==> src/sv/ahd_pkg.sv <==
// Shared types and constants for the at-sign hex escape decoder.
package ahd_pkg;

	// Characters the decoder looks for
	localparam logic [7:0] AT_CHAR   = 8'h40;
	localparam logic [7:0] ZERO_CHAR = 8'h30;
	localparam logic [7:0] TWO_CHAR  = 8'h32;
	localparam logic [7:0] SEVEN_CHAR = 8'h37;

	// Pending token progress: how many token bytes are held
	localparam logic [2:0] CNT_NONE  = 3'd0;
	localparam logic [2:0] CNT_AT    = 3'd1;
	localparam logic [2:0] CNT_AT0   = 3'd2;
	localparam logic [2:0] CNT_AT00  = 3'd3;
	localparam logic [2:0] CNT_DIGIT = 3'd4;

	// Command queue between front and back
	localparam int unsigned QUEUE_DEPTH = 4;
	localparam int unsigned QPTR_W      = $clog2(QUEUE_DEPTH);

	// One command: emit the first pre_cnt bytes of "@00<digit>", then the tail byte
	typedef struct packed {
		logic [2:0] pre_cnt;
		logic [7:0] digit;
		logic       tail_vld;
		logic [7:0] tail;
		logic       last;
	} ahd_cmd_t;

	// Lower-case hex digit test
	function automatic logic is_hex_lower(input logic [7:0] c);
		return ((c >= 8'h30) && (c <= 8'h39)) || ((c >= 8'h61) && (c <= 8'h66));
	endfunction

	// Nibble value of a lower-case hex digit
	function automatic logic [3:0] hex_value(input logic [7:0] c);
		if ((c >= 8'h61) && (c <= 8'h66))
			return c[3:0] + 4'd9;
		return c[3:0];
	endfunction

	// Is (hi, lo) one of the accepted punctuation codes
	function automatic logic code_listed(input logic [7:0] hi, input logic [7:0] lo);
		logic ok;
		ok = 1'b0;
		unique case (hi)
			8'h32: ok = is_hex_lower(lo);
			8'h33: ok = (lo >= 8'h61) && (lo <= 8'h66);
			8'h34: ok = (lo == 8'h30);
			8'h35: ok = (lo >= 8'h62) && (lo <= 8'h65);
			8'h36: ok = (lo == 8'h30);
			8'h37: ok = (lo >= 8'h62) && (lo <= 8'h65);
			default: ok = 1'b0;
		endcase
		return ok;
	endfunction

endpackage

==> src/sv/ahd_front.sv <==
// Front end: accepts input bytes, tracks the pending token, issues output commands.
module ahd_front (
	input  logic             clk,
	input  logic             arst_n,
	input  logic             in_vld,
	output logic             in_rdy,
	input  logic [7:0]       in_byte,
	input  logic             in_last,
	output logic             push,
	output ahd_pkg::ahd_cmd_t cmd,
	input  logic             q_full
);
	import ahd_pkg::*;

	logic [2:0] held_count_q;
	logic [7:0] held_digit_q;
	logic [2:0] cnt_n;
	logic [7:0] dig_n;
	logic       mismatch;
	logic       acc;

	assign in_rdy = !q_full;
	assign acc    = in_vld && in_rdy;

	// Classify the byte against the pending token
	always_comb begin
		cnt_n        = held_count_q;
		dig_n        = held_digit_q;
		mismatch     = 1'b0;
		cmd.pre_cnt  = CNT_NONE;
		cmd.digit    = held_digit_q;
		cmd.tail_vld = 1'b0;
		cmd.tail     = in_byte;
		cmd.last     = in_last;
		unique case (held_count_q)
			CNT_AT, CNT_AT0: begin
				if (in_byte == ZERO_CHAR)
					cnt_n = held_count_q + 3'd1;
				else
					mismatch = 1'b1;
			end
			CNT_AT00: begin
				if ((in_byte >= TWO_CHAR) && (in_byte <= SEVEN_CHAR)) begin
					dig_n = in_byte;
					cnt_n = CNT_DIGIT;
				end else begin
					mismatch = 1'b1;
				end
			end
			CNT_DIGIT: begin
				if (code_listed(held_digit_q, in_byte)) begin
					cnt_n        = CNT_NONE;
					dig_n        = 8'h00;
					cmd.tail_vld = 1'b1;
					cmd.tail     = {held_digit_q[3:0], hex_value(in_byte)};
				end else begin
					mismatch = 1'b1;
				end
			end
			default: begin
				cnt_n = CNT_NONE;
				dig_n = 8'h00;
				if (in_byte == AT_CHAR)
					cnt_n = CNT_AT;
				else
					cmd.tail_vld = 1'b1;
			end
		endcase

		// Failed token: flush held bytes, then handle the byte afresh
		if (mismatch) begin
			cmd.pre_cnt = held_count_q;
			cnt_n       = CNT_NONE;
			dig_n       = 8'h00;
			if (in_byte == AT_CHAR)
				cnt_n = CNT_AT;
			else
				cmd.tail_vld = 1'b1;
		end

		// End of name: flush whatever is still held
		if (in_last) begin
			if (!cmd.tail_vld) begin
				if (cmd.pre_cnt != CNT_NONE) begin
					cmd.tail_vld = 1'b1;
					cmd.tail     = AT_CHAR;
				end else begin
					cmd.pre_cnt = cnt_n;
					cmd.digit   = dig_n;
				end
			end
			cnt_n = CNT_NONE;
			dig_n = 8'h00;
		end
	end

	assign push = acc && ((cmd.pre_cnt != CNT_NONE) || cmd.tail_vld);

	// Token state
	always_ff @(posedge clk or negedge arst_n) begin
		if (!arst_n) begin
			held_count_q <= CNT_NONE;
			held_digit_q <= 8'h00;
		end else if (acc) begin
			held_count_q <= cnt_n;
			held_digit_q <= dig_n;
		end
	end

endmodule

==> src/sv/ahd_queue.sv <==
// Short command queue between front and back.
module ahd_queue (
	input  logic              clk,
	input  logic              arst_n,
	input  logic              push,
	input  ahd_pkg::ahd_cmd_t wr_cmd,
	output logic              full,
	input  logic              pop,
	output ahd_pkg::ahd_cmd_t rd_cmd,
	output logic              not_empty
);
	import ahd_pkg::*;

	ahd_cmd_t            slot_q [QUEUE_DEPTH];
	logic [QPTR_W-1:0]   wr_ptr_q;
	logic [QPTR_W-1:0]   rd_ptr_q;
	logic [QPTR_W:0]     count_q;

	assign full      = (count_q == (QPTR_W+1)'(QUEUE_DEPTH));
	assign not_empty = (count_q != '0);
	assign rd_cmd    = slot_q[rd_ptr_q];

	// Storage
	always_ff @(posedge clk) begin
		if (push)
			slot_q[wr_ptr_q] <= wr_cmd;
	end

	// Pointers and fill level
	always_ff @(posedge clk or negedge arst_n) begin
		if (!arst_n) begin
			wr_ptr_q <= '0;
			rd_ptr_q <= '0;
			count_q  <= '0;
		end else begin
			if (push)
				wr_ptr_q <= wr_ptr_q + 1'b1;
			if (pop)
				rd_ptr_q <= rd_ptr_q + 1'b1;
			if (push && !pop)
				count_q <= count_q + 1'b1;
			else if (pop && !push)
				count_q <= count_q - 1'b1;
		end
	end

endmodule

==> src/sv/ahd_back.sv <==
// Back end: expands commands into output bytes, one per cycle while the output is not stalled, into an output register.
module ahd_back (
	input  logic              clk,
	input  logic              arst_n,
	input  ahd_pkg::ahd_cmd_t q_cmd,
	input  logic              q_not_empty,
	output logic              pop,
	output logic              out_vld,
	input  logic              out_rdy,
	output logic [7:0]        out_byte,
	output logic              out_run_last,
	output logic              out_name_end
);
	import ahd_pkg::*;

	ahd_cmd_t   cur_q;
	logic       cur_vld_q;
	logic [2:0] pos_q;
	logic       out_vld_q;
	logic [7:0] out_byte_q;
	logic       out_run_last_q;
	logic       out_name_end_q;
	logic [2:0] total;
	logic       adv;
	logic       final_byte;
	logic [7:0] sel_byte;

	assign total      = cur_q.pre_cnt + {2'b00, cur_q.tail_vld};
	assign adv        = cur_vld_q && (!out_vld_q || out_rdy);
	assign final_byte = (pos_q == total - 3'd1);
	assign pop        = q_not_empty && (!cur_vld_q || (adv && final_byte));

	// Pick the byte at the current position of the command
	always_comb begin
		sel_byte = cur_q.tail;
		if (pos_q < cur_q.pre_cnt) begin
			unique case (pos_q)
				3'd0:    sel_byte = AT_CHAR;
				3'd1:    sel_byte = ZERO_CHAR;
				3'd2:    sel_byte = ZERO_CHAR;
				default: sel_byte = cur_q.digit;
			endcase
		end
	end

	// Current command
	always_ff @(posedge clk or negedge arst_n) begin
		if (!arst_n) begin
			cur_vld_q <= 1'b0;
			pos_q     <= 3'd0;
		end else begin
			if (pop) begin
				cur_vld_q <= 1'b1;
				pos_q     <= 3'd0;
			end else if (adv) begin
				if (final_byte)
					cur_vld_q <= 1'b0;
				pos_q <= pos_q + 3'd1;
			end
		end
	end

	always_ff @(posedge clk) begin
		if (pop)
			cur_q <= q_cmd;
	end

	// Output register
	always_ff @(posedge clk or negedge arst_n) begin
		if (!arst_n) begin
			out_vld_q <= 1'b0;
		end else if (adv) begin
			out_vld_q <= 1'b1;
		end else if (out_rdy) begin
			out_vld_q <= 1'b0;
		end
	end

	always_ff @(posedge clk) begin
		if (adv) begin
			out_byte_q     <= sel_byte;
			out_run_last_q <= final_byte;
			out_name_end_q <= final_byte && cur_q.last;
		end
	end

	assign out_vld      = out_vld_q;
	assign out_byte     = out_byte_q;
	assign out_run_last = out_run_last_q;
	assign out_name_end = out_name_end_q;

endmodule

==> src/sv/at_hex_escape_decoder_core.sv <==
// A byte that produces output passes the command queue, the current-command register and the output register first.
// Throughput: one input byte per cycle; one output byte per cycle while m_tready is high, a byte causing at most five.
// A four-entry command queue absorbs output bursts; input stalls only when the queue is full.
// Reset (arst_n low, asynchronous) clears the pending token, the queue and the output register.
module at_hex_escape_decoder_core (
	input  logic       clk,
	input  logic       arst_n,
	input  logic       s_tvalid,
	output logic       s_tready,
	input  logic [7:0] s_tdata,   // [7:0] in_byte
	input  logic       s_tlast,   // in_last
	output logic       m_tvalid,
	input  logic       m_tready,
	output logic [7:0] m_tdata,   // [7:0] out_byte
	output logic       m_tuser,   // run_last
	output logic       m_tlast    // name_end
);
	import ahd_pkg::*;

	ahd_cmd_t wr_cmd;
	ahd_cmd_t rd_cmd;
	logic     push;
	logic     pop;
	logic     q_full;
	logic     q_not_empty;

	ahd_front u_front (
		.clk     (clk),
		.arst_n  (arst_n),
		.in_vld  (s_tvalid),
		.in_rdy  (s_tready),
		.in_byte (s_tdata),
		.in_last (s_tlast),
		.push    (push),
		.cmd     (wr_cmd),
		.q_full  (q_full)
	);

	ahd_queue u_queue (
		.clk       (clk),
		.arst_n    (arst_n),
		.push      (push),
		.wr_cmd    (wr_cmd),
		.full      (q_full),
		.pop       (pop),
		.rd_cmd    (rd_cmd),
		.not_empty (q_not_empty)
	);

	ahd_back u_back (
		.clk          (clk),
		.arst_n       (arst_n),
		.q_cmd        (rd_cmd),
		.q_not_empty  (q_not_empty),
		.pop          (pop),
		.out_vld      (m_tvalid),
		.out_rdy      (m_tready),
		.out_byte     (m_tdata),
		.out_run_last (m_tuser),
		.out_name_end (m_tlast)
	);

endmodule

==> config.mk <==
export PLATFORM = sky130hd
export DESIGN_NAME = at_hex_escape_decoder_core
export DESIGN_NICKNAME = d
export VERILOG_FILES = /design/src/sv/ahd_pkg.sv /design/src/sv/ahd_front.sv /design/src/sv/ahd_queue.sv /design/src/sv/ahd_back.sv /design/src/sv/at_hex_escape_decoder_core.sv
export SDC_FILE = /design/constraint.sdc
export NUM_CORES = 1
export LEC_CHECK = 0
export BUFFER_PORTS_ARGS = -buffer_cell sky130_fd_sc_hd__buf_2
export CAP_MARGIN = 0
export CORE_AREA = 2 2 137 105
export CTS_BUF_LIST = sky130_fd_sc_hd__clkbuf_4 sky130_fd_sc_hd__clkbuf_8
export DETAILED_ROUTE_END_ITERATION = 6
export DIE_AREA = 0 0 139 107
export HOLD_SLACK_MARGIN = 0.05
export PLACE_DENSITY = 0.72
export SYNTH_ARGS = -nofsm -noshare
export SYNTH_HDL_FRONTEND = slang
export SYNTH_SLANG_ARGS = --single-unit
==> constraint.sdc <==
create_clock -name clk -period 3.6 [get_ports clk]
set_clock_uncertainty 0.1 [all_clocks]
set_input_delay 0.36 -clock clk [delete_from_list [all_inputs] [get_ports clk]]
set_output_delay 0.36 -clock clk [all_outputs]
set_load 0.1 [all_outputs]
## Word level (Yosys, flattened, before mapping)

Memory sizes are Yosys's and may differ from the RTL's. A register that Yosys moved wholly into a read port is not among the register bits.
Cells that the tools add are included.
Widths: inputs -> output; s select.

| word-level totals | value |
|---|---|
| register bits after elaboration | 33 |
| RAM bits | 84 |
| input bits | 13 |
| output and inout port bits | 12 |
| word-level logic and storage cells | 128 |
| memories kept | 1 |

Memories:

| memory | depth | bits a word | rd ports | clocked after memory_dff | write ports | line | source |
|---|---|---|---|---|---|---|---|
| u_queue.slot_q | 4 | 21 | 1 | 1 | 1 | ahd_queue.sv:14 | `ahd_cmd_t slot_q [QUEUE_DEPTH];` |

| operators by class | value |
|---|---|
| add/subtract/negate cells | 9 |
| order comparisons | 9 |
| equal/unequal tests | 16 |
| multiplexer cells | 47 |
| reduce and logical (&&, ||, !) cells | 35 |

Operators by type and width:

| operator | count |
|---|---|
| $eq 8x6->1 const B | 7 |
| $mux 8 | 6 |
| $mux 20 | 2 |
| $mux 3 | 10 |
| $pmux 8 s3 | 1 |
| $mux 1 | 18 |
| $mux 9 | 2 |
| $ge 8x6->1 const B | 2 |
| $ge 8x7->1 const B | 2 |
| $le 8x6->1 const B | 2 |
| $le 8x7->1 const B | 2 |
| $pmux 8 s2 | 1 |
| $logic_and 1x1->1 | 12 |
| $mux 11 | 1 |
| $add 3x1->3 const B | 3 |
| $eq 3x2->1 const B | 3 |
| $pmux 3 s3 | 1 |
| $reduce_bool 3->1 | 3 |
| $eq 8x7->1 const B | 1 |
| $mux 4 | 2 |
| $reduce_bool 2->1 | 4 |
| $reduce_or 2->1 | 4 |
| $eq 3x1->1 const B | 2 |
| $eq 3x3->1 const B | 2 |
| other kinds (14) | 23 |

## Longest topological paths before layout

| logic depth | value |
|---|---|
| depth in word-level cells | 21 |
| gate-level depth with buffers | 17 |
| depth with buffers taken out | 16 |

## Cells and area by module

A second synthesis with hierarchy kept.

| unflattened totals | value |
|---|---|
| cells, all modules | 380 |
| area, all modules | 6218.5 µm² |

Modules (own cells, without submodules):

| module | times used | cells each | area each (µm²) | seq. area each (µm²) |
|---|---|---|---|---|
| ahd_queue | 1 | 144 | 3459.6 | 2697.6 |
| ahd_back | 1 | 100 | 1567.8 | 1056.0 |
| ahd_front | 1 | 136 | 1191.1 | 275.3 |

## Worst setup path before layout

Ideal clock, no wire load.

| timing path | value |
|---|---|
| kind | input -> register |
| start | input s_tdata[1] |
| end | register u_queue.count_q[1] |
| library setup time | 0.125 ns |
| arrival time | 3.630 ns |
| required time | 3.375 ns |
| setup slack | -0.254 ns |
| stages on the path | 15 |
| path through | buf_2 > inv_1 > ha_1 > nor4b_1 > or4_1 > or4b_1 > nor4bb_1 > or2_1 > buf_6 > a32oi_4 > a41oi_4 > ha_1 > inv_1 > fa_1 > mux2_2 |

| between the ends | value |
|---|---|
| longest elaborated chain between the ends | 18 |

RTL lines:

| item | line | source |
|---|---|---|
| start: declaration | at_hex_escape_decoder_core.sv:10 | `input logic [7:0] s_tdata,` |
| $ge 8x6->1, or another cell as far along | ahd_pkg.sv:32 | `return ((c >= 8'h30) && (c <= 8'h39)) \|\| ((c >= 8'h61) && (c <= 8'h66));` |
| $logic_and 1x1->1, on equally long branches | ahd_pkg.sv:32, ahd_pkg.sv:48 |  |
| $logic_or 1x1->1 | ahd_pkg.sv:32 |  |
| $pmux 1 s4 | ahd_pkg.sv:46 | `unique case (hi)` |
| $mux 1 | ahd_front.sv:35 | `unique case (held_count_q)` |
| $mux 1 | ahd_front.sv:51 | `if (code_listed(held_digit_q, in_byte)) begin` |
| $pmux 1 s3 | ahd_front.sv:35 |  |
| $mux 3 | ahd_front.sv:71 | `if (mismatch) begin` |
| [3 not listed] | - |  |
| $mux 20 (*) | ahd_front.sv:82 | `if (in_last) begin` |
| $reduce_bool 3->1 | ahd_front.sv:97 | `assign push = acc && ((cmd.pre_cnt != CNT_NONE) \|\| cmd.tail_vld);` |
| $logic_or 1x1->1 (*) | ahd_front.sv:97 |  |
| $logic_and 1x1->1 (*) | ahd_front.sv:97 |  |
| via push | at_hex_escape_decoder_core.sv:22 | `logic push;` |
| $logic_not 1->1 | ahd_queue.sv:42 | `else if (pop && !push)` |
| $logic_and 1x1->1 | ahd_queue.sv:42 |  |
| $reduce_bool 2->1 (no source line) | - |  |
| end signal: assignment | ahd_queue.sv:41 | `count_q <= count_q + 1'b1;` |
| end signal: assignment | ahd_queue.sv:43 | `count_q <= count_q - 1'b1;` |
| end: declaration | ahd_queue.sv:17 | `logic [QPTR_W:0] count_q;` |

Mark *: on every way through the listed nets, which the timed path passes. The rest lies on a longest branch. The select of a mux whose other input is x is not followed.
A chain may end at the register's enable or synchronous reset.

## Final worst setup path

| timing path | value |
|---|---|
| start | register u_front.held_digit_q[3] |
| end | register u_queue.count_q[1] |

| between the ends | value |
|---|---|
| longest elaborated chain between the ends | 17 |

RTL lines:

| item | line | source |
|---|---|---|
| start: declaration | ahd_front.sv:16 | `logic [7:0] held_digit_q;` |
| start signal: assignment | ahd_front.sv:106 | `held_digit_q <= dig_n;` |
| $eq 8x6->1 | ahd_pkg.sv:46 |  |
| $reduce_or 2->1 (no source line) | - |  |
| $pmux 1 s4 (*) | ahd_pkg.sv:46 |  |
| $mux 1 (*) | ahd_front.sv:35 |  |
| $mux 1 | ahd_front.sv:51 |  |
| $pmux 1 s3 | ahd_front.sv:35 |  |
| $mux 3 | ahd_front.sv:71 |  |
| $reduce_bool 3->1 | ahd_front.sv:84 | `if (cmd.pre_cnt != CNT_NONE) begin` |
| [2 not listed] | - |  |
| $mux 20 (*) | ahd_front.sv:82 |  |
| $reduce_bool 3->1 | ahd_front.sv:97 |  |
| $logic_or 1x1->1 (*) | ahd_front.sv:97 |  |
| $logic_and 1x1->1 (*) | ahd_front.sv:97 |  |
| via push | at_hex_escape_decoder_core.sv:22 |  |
| $logic_not 1->1 | ahd_queue.sv:42 |  |
| $logic_and 1x1->1 | ahd_queue.sv:42 |  |
| $reduce_bool 2->1 (no source line) | - |  |

Marked as above.

==> flow_summary.toml <==
[floorplan]
core-area_sq_um = 13520
io_pins = 25
start_util_pct = 45.26
die_w_microns = 139
rows = 37
die-area_sq_um = 14870
die_h_microns = 107

[synthesis]
netlist.area_leader.share_pct = 56.44
postSynthCellCount = 395
ys_warn_count = 0
yosys.area.top_type = "edfxtp_1"
yosys_register_bits = 138
netlist_area_sq_um = 6118
yosysSeqAreaShare_pct = 65.85
async_flop_share_pct = 16.67
syn_nets = 431
synth_commonest_cells = "edfxtp_1, nand2_1, dfrtp_1, nor2_1"
synth-edff-count = 115
synth.most_common_cell = "edfxtp_1"
synth_cell_types = 59
synthFlopType = "edfxtp_1"
synth_area_leaders = "edfxtp_1, dfrtp_1, mux4_2"
syn_area_per_cell_sq_um = 15.49

[pwr]
finalPower_mw = 5.327
seqPwrFrac_pct = 45.3
pwr-share-comb_pct = 31.9
leakage_nw = 2.659
pwr-share-clk_pct = 22.8
swShare_pct = 35.43
power_switching_mw = 1.887
internal-power_mw = 3.439
ir_worst_vdd_mv = 0.6810
p_per_area_nw_per_um2 = 744.3

[drt]
wl_per_cell_microns = 17.46
drt_iter0_markers = 255
route.vias.total = 3447
drc = 0
drtPass1Iterations = 4
via_per_inst = 5.319
drt-total-wl_microns = 11320
ant_nets = 0

[timing]
min_period_over_period_pct = 96.54
final_hold_viol_count = 0
relSlewSlack_pct = 29.60
tightest_slew_ps = 1056
layout_setup_ws_ps = 124.5
finalSetupViolations = 0
drv_slew = 0
max_freq_mhz = 287.7
fin_crit_ps = 3475
tns_ps = 0

[critical_path]
required_ps = 3800
crit_arrival_ps = 3680
cp-end-kind = "flop"
critPathLaunchType = "flop"
worst-path-max-fanout = 4
worstSetupPathType = "reg -> reg"

[place]
pre_cts_ws_ps = -118.7
dpl.hpwl_microns = 7714
port_buffers = 24
place_inst = 614
place_congestion = 0.8977

[grt]
grt_pass1_wl_microns = 18450
track_usage_pct = 16.41
grt_pass1_vias = 3465
antenna_found_initial = 0
grt_overflow = 0
grt_max_degree = 27

[job]
cap_violations = 0

[min_path]
hold_path.class = "in -> reg"

[layout]
drive_above_1_share_pct = 27.48
diodes = 0
post-route-util_pct = 52.94
finalNonFillerCells = 648
nets = 496
area_delta_synth_final_pct = 16.97

[clocking]
path_clk_slew_ps = 80
clk_path_buf_depth = 2
clkLatencyLatePin_ps = 430
cts_buffers = 17
cts_tree = "built"
cts-root-buf = "clkbuf_8"
cts.sinks = 138
htree_levels = 4

[run_status]
outcome = "finished, final reports clean"
## layer usage
layer	vias to the layer above	part of all wire, %	GRT usage [%]
li1	1630	-	-
met5	-	0	0
met4	0	0.70	4.834
met1	1704	49	23.64
met3	8	5.8	4.779
met2	105	44	24.42
## power by group through the flow
stage	clock network [mW]	logic, mW	registers (mW)
final	1.21	1.70	2.41
after global routing	1.32	1.86	2.45
after global placement	0	1.68	2.43
after CTS	1.24	1.73	2.42
after floorplan	0	0.964	2.76
after detailed placement	0	1.72	2.45
## worst max-delay path, stage by stage (launching register included)
cell	delay [ps]
dfrtp_1	410
nand3b_1	240
nor4b_4	360
or4b_4	510
nor4bb_4	180
or2_1	260
a32oi_4	210
a41oi_4	150
ha_2	210
inv_2	50
fa_2	410
mux2_2	270
## sequential cells by signal (all words and copies together), names as in the netlist, 2 cells and up
name / count
u_queue.count_q: 3
u_back.cur_q: 21
u_back.out_byte: 8
u_queue.slot_q: 84
u_back.pos_q: 3
u_queue.wr_ptr_q: 2
u_front.held_digit_q: 8
u_queue.rd_ptr_q: 2
u_front.held_count_q: 3
## timing repair
action                                 4_1_cts  5_1_grt
endpoints found under the hold margin       23        0
hold buffers                                 1        0
setup endpoints to repair                    0        2
setup buffers                                0        1
gates resized for setup                      0        3
## stage by stage
step	hold WS (ps)	area, sq um
after CTS	130.7	7131
after floorplan	-35.59	6167
final	153.8	7157
after detailed placement	291.3	6731
after global placement	284.0	6731
after global routing	153.1	7157
## layout make-up
type | count | area, sq um
clock buffers | 18 | 241.5
clock inverters | 14 | 147.6
fillers | 1094 | 6361
inverters | 22 | 85.08
multi-input cells | 223 | 2007
flip-flops and latches | 138 | 4029
well taps | 175 | 219.0
repair buffers | 58 | 427.9
## logic make-up after synthesis
family	after synthesis	synth area share (%)
flops	138	65.85
simple gates	106	9.611
compound gates	54	6.769
buf+inv	34	2.249
mux	26	8.691
fa+ha+maj	23	4.826
xor+xnor	14	2.004
## layout by cell type (no fill, tap or decap), types with 3 or more instances in the layout
master      count
and2_1         12
a21oi_1         7
inv_1          20
xnor2_1        10
buf_4          29
clkinvlp_4      4
edfxtp_1      115
buf_12          4
xor2_1          4
clkinv_4        3
a32o_1          4
nand3_1         5
a22o_1          8
nand2b_1        6
mux2_2          3
buf_2          24
nand2_1        26
ha_1           20
a21o_1          4
nor2_1         23
nor3_1          6
nor2b_1         4
mux4_2         21
dfrtp_1        23
o21ai_0        14
clkbuf_8       17
## final timing paths
check	slack (ps)	cells after the start	to	from
worst max-delay path	120	11	u_queue.count_q[1]	u_front.held_digit_q[3]
worst min-delay path	150	3	u_back.out_vld	m_tready
worst max register to register	120	11	u_queue.count_q[1]	u_front.held_digit_q[3]
worst min register to register	400	1	u_back.out_vld	u_back.cur_vld_q
max in group asynchronous	2630	2	u_queue.count_q[1]	arst_n
min in group asynchronous	370	2	u_queue.count_q[0]	arst_n
Power figures use the tool's default switching activity.
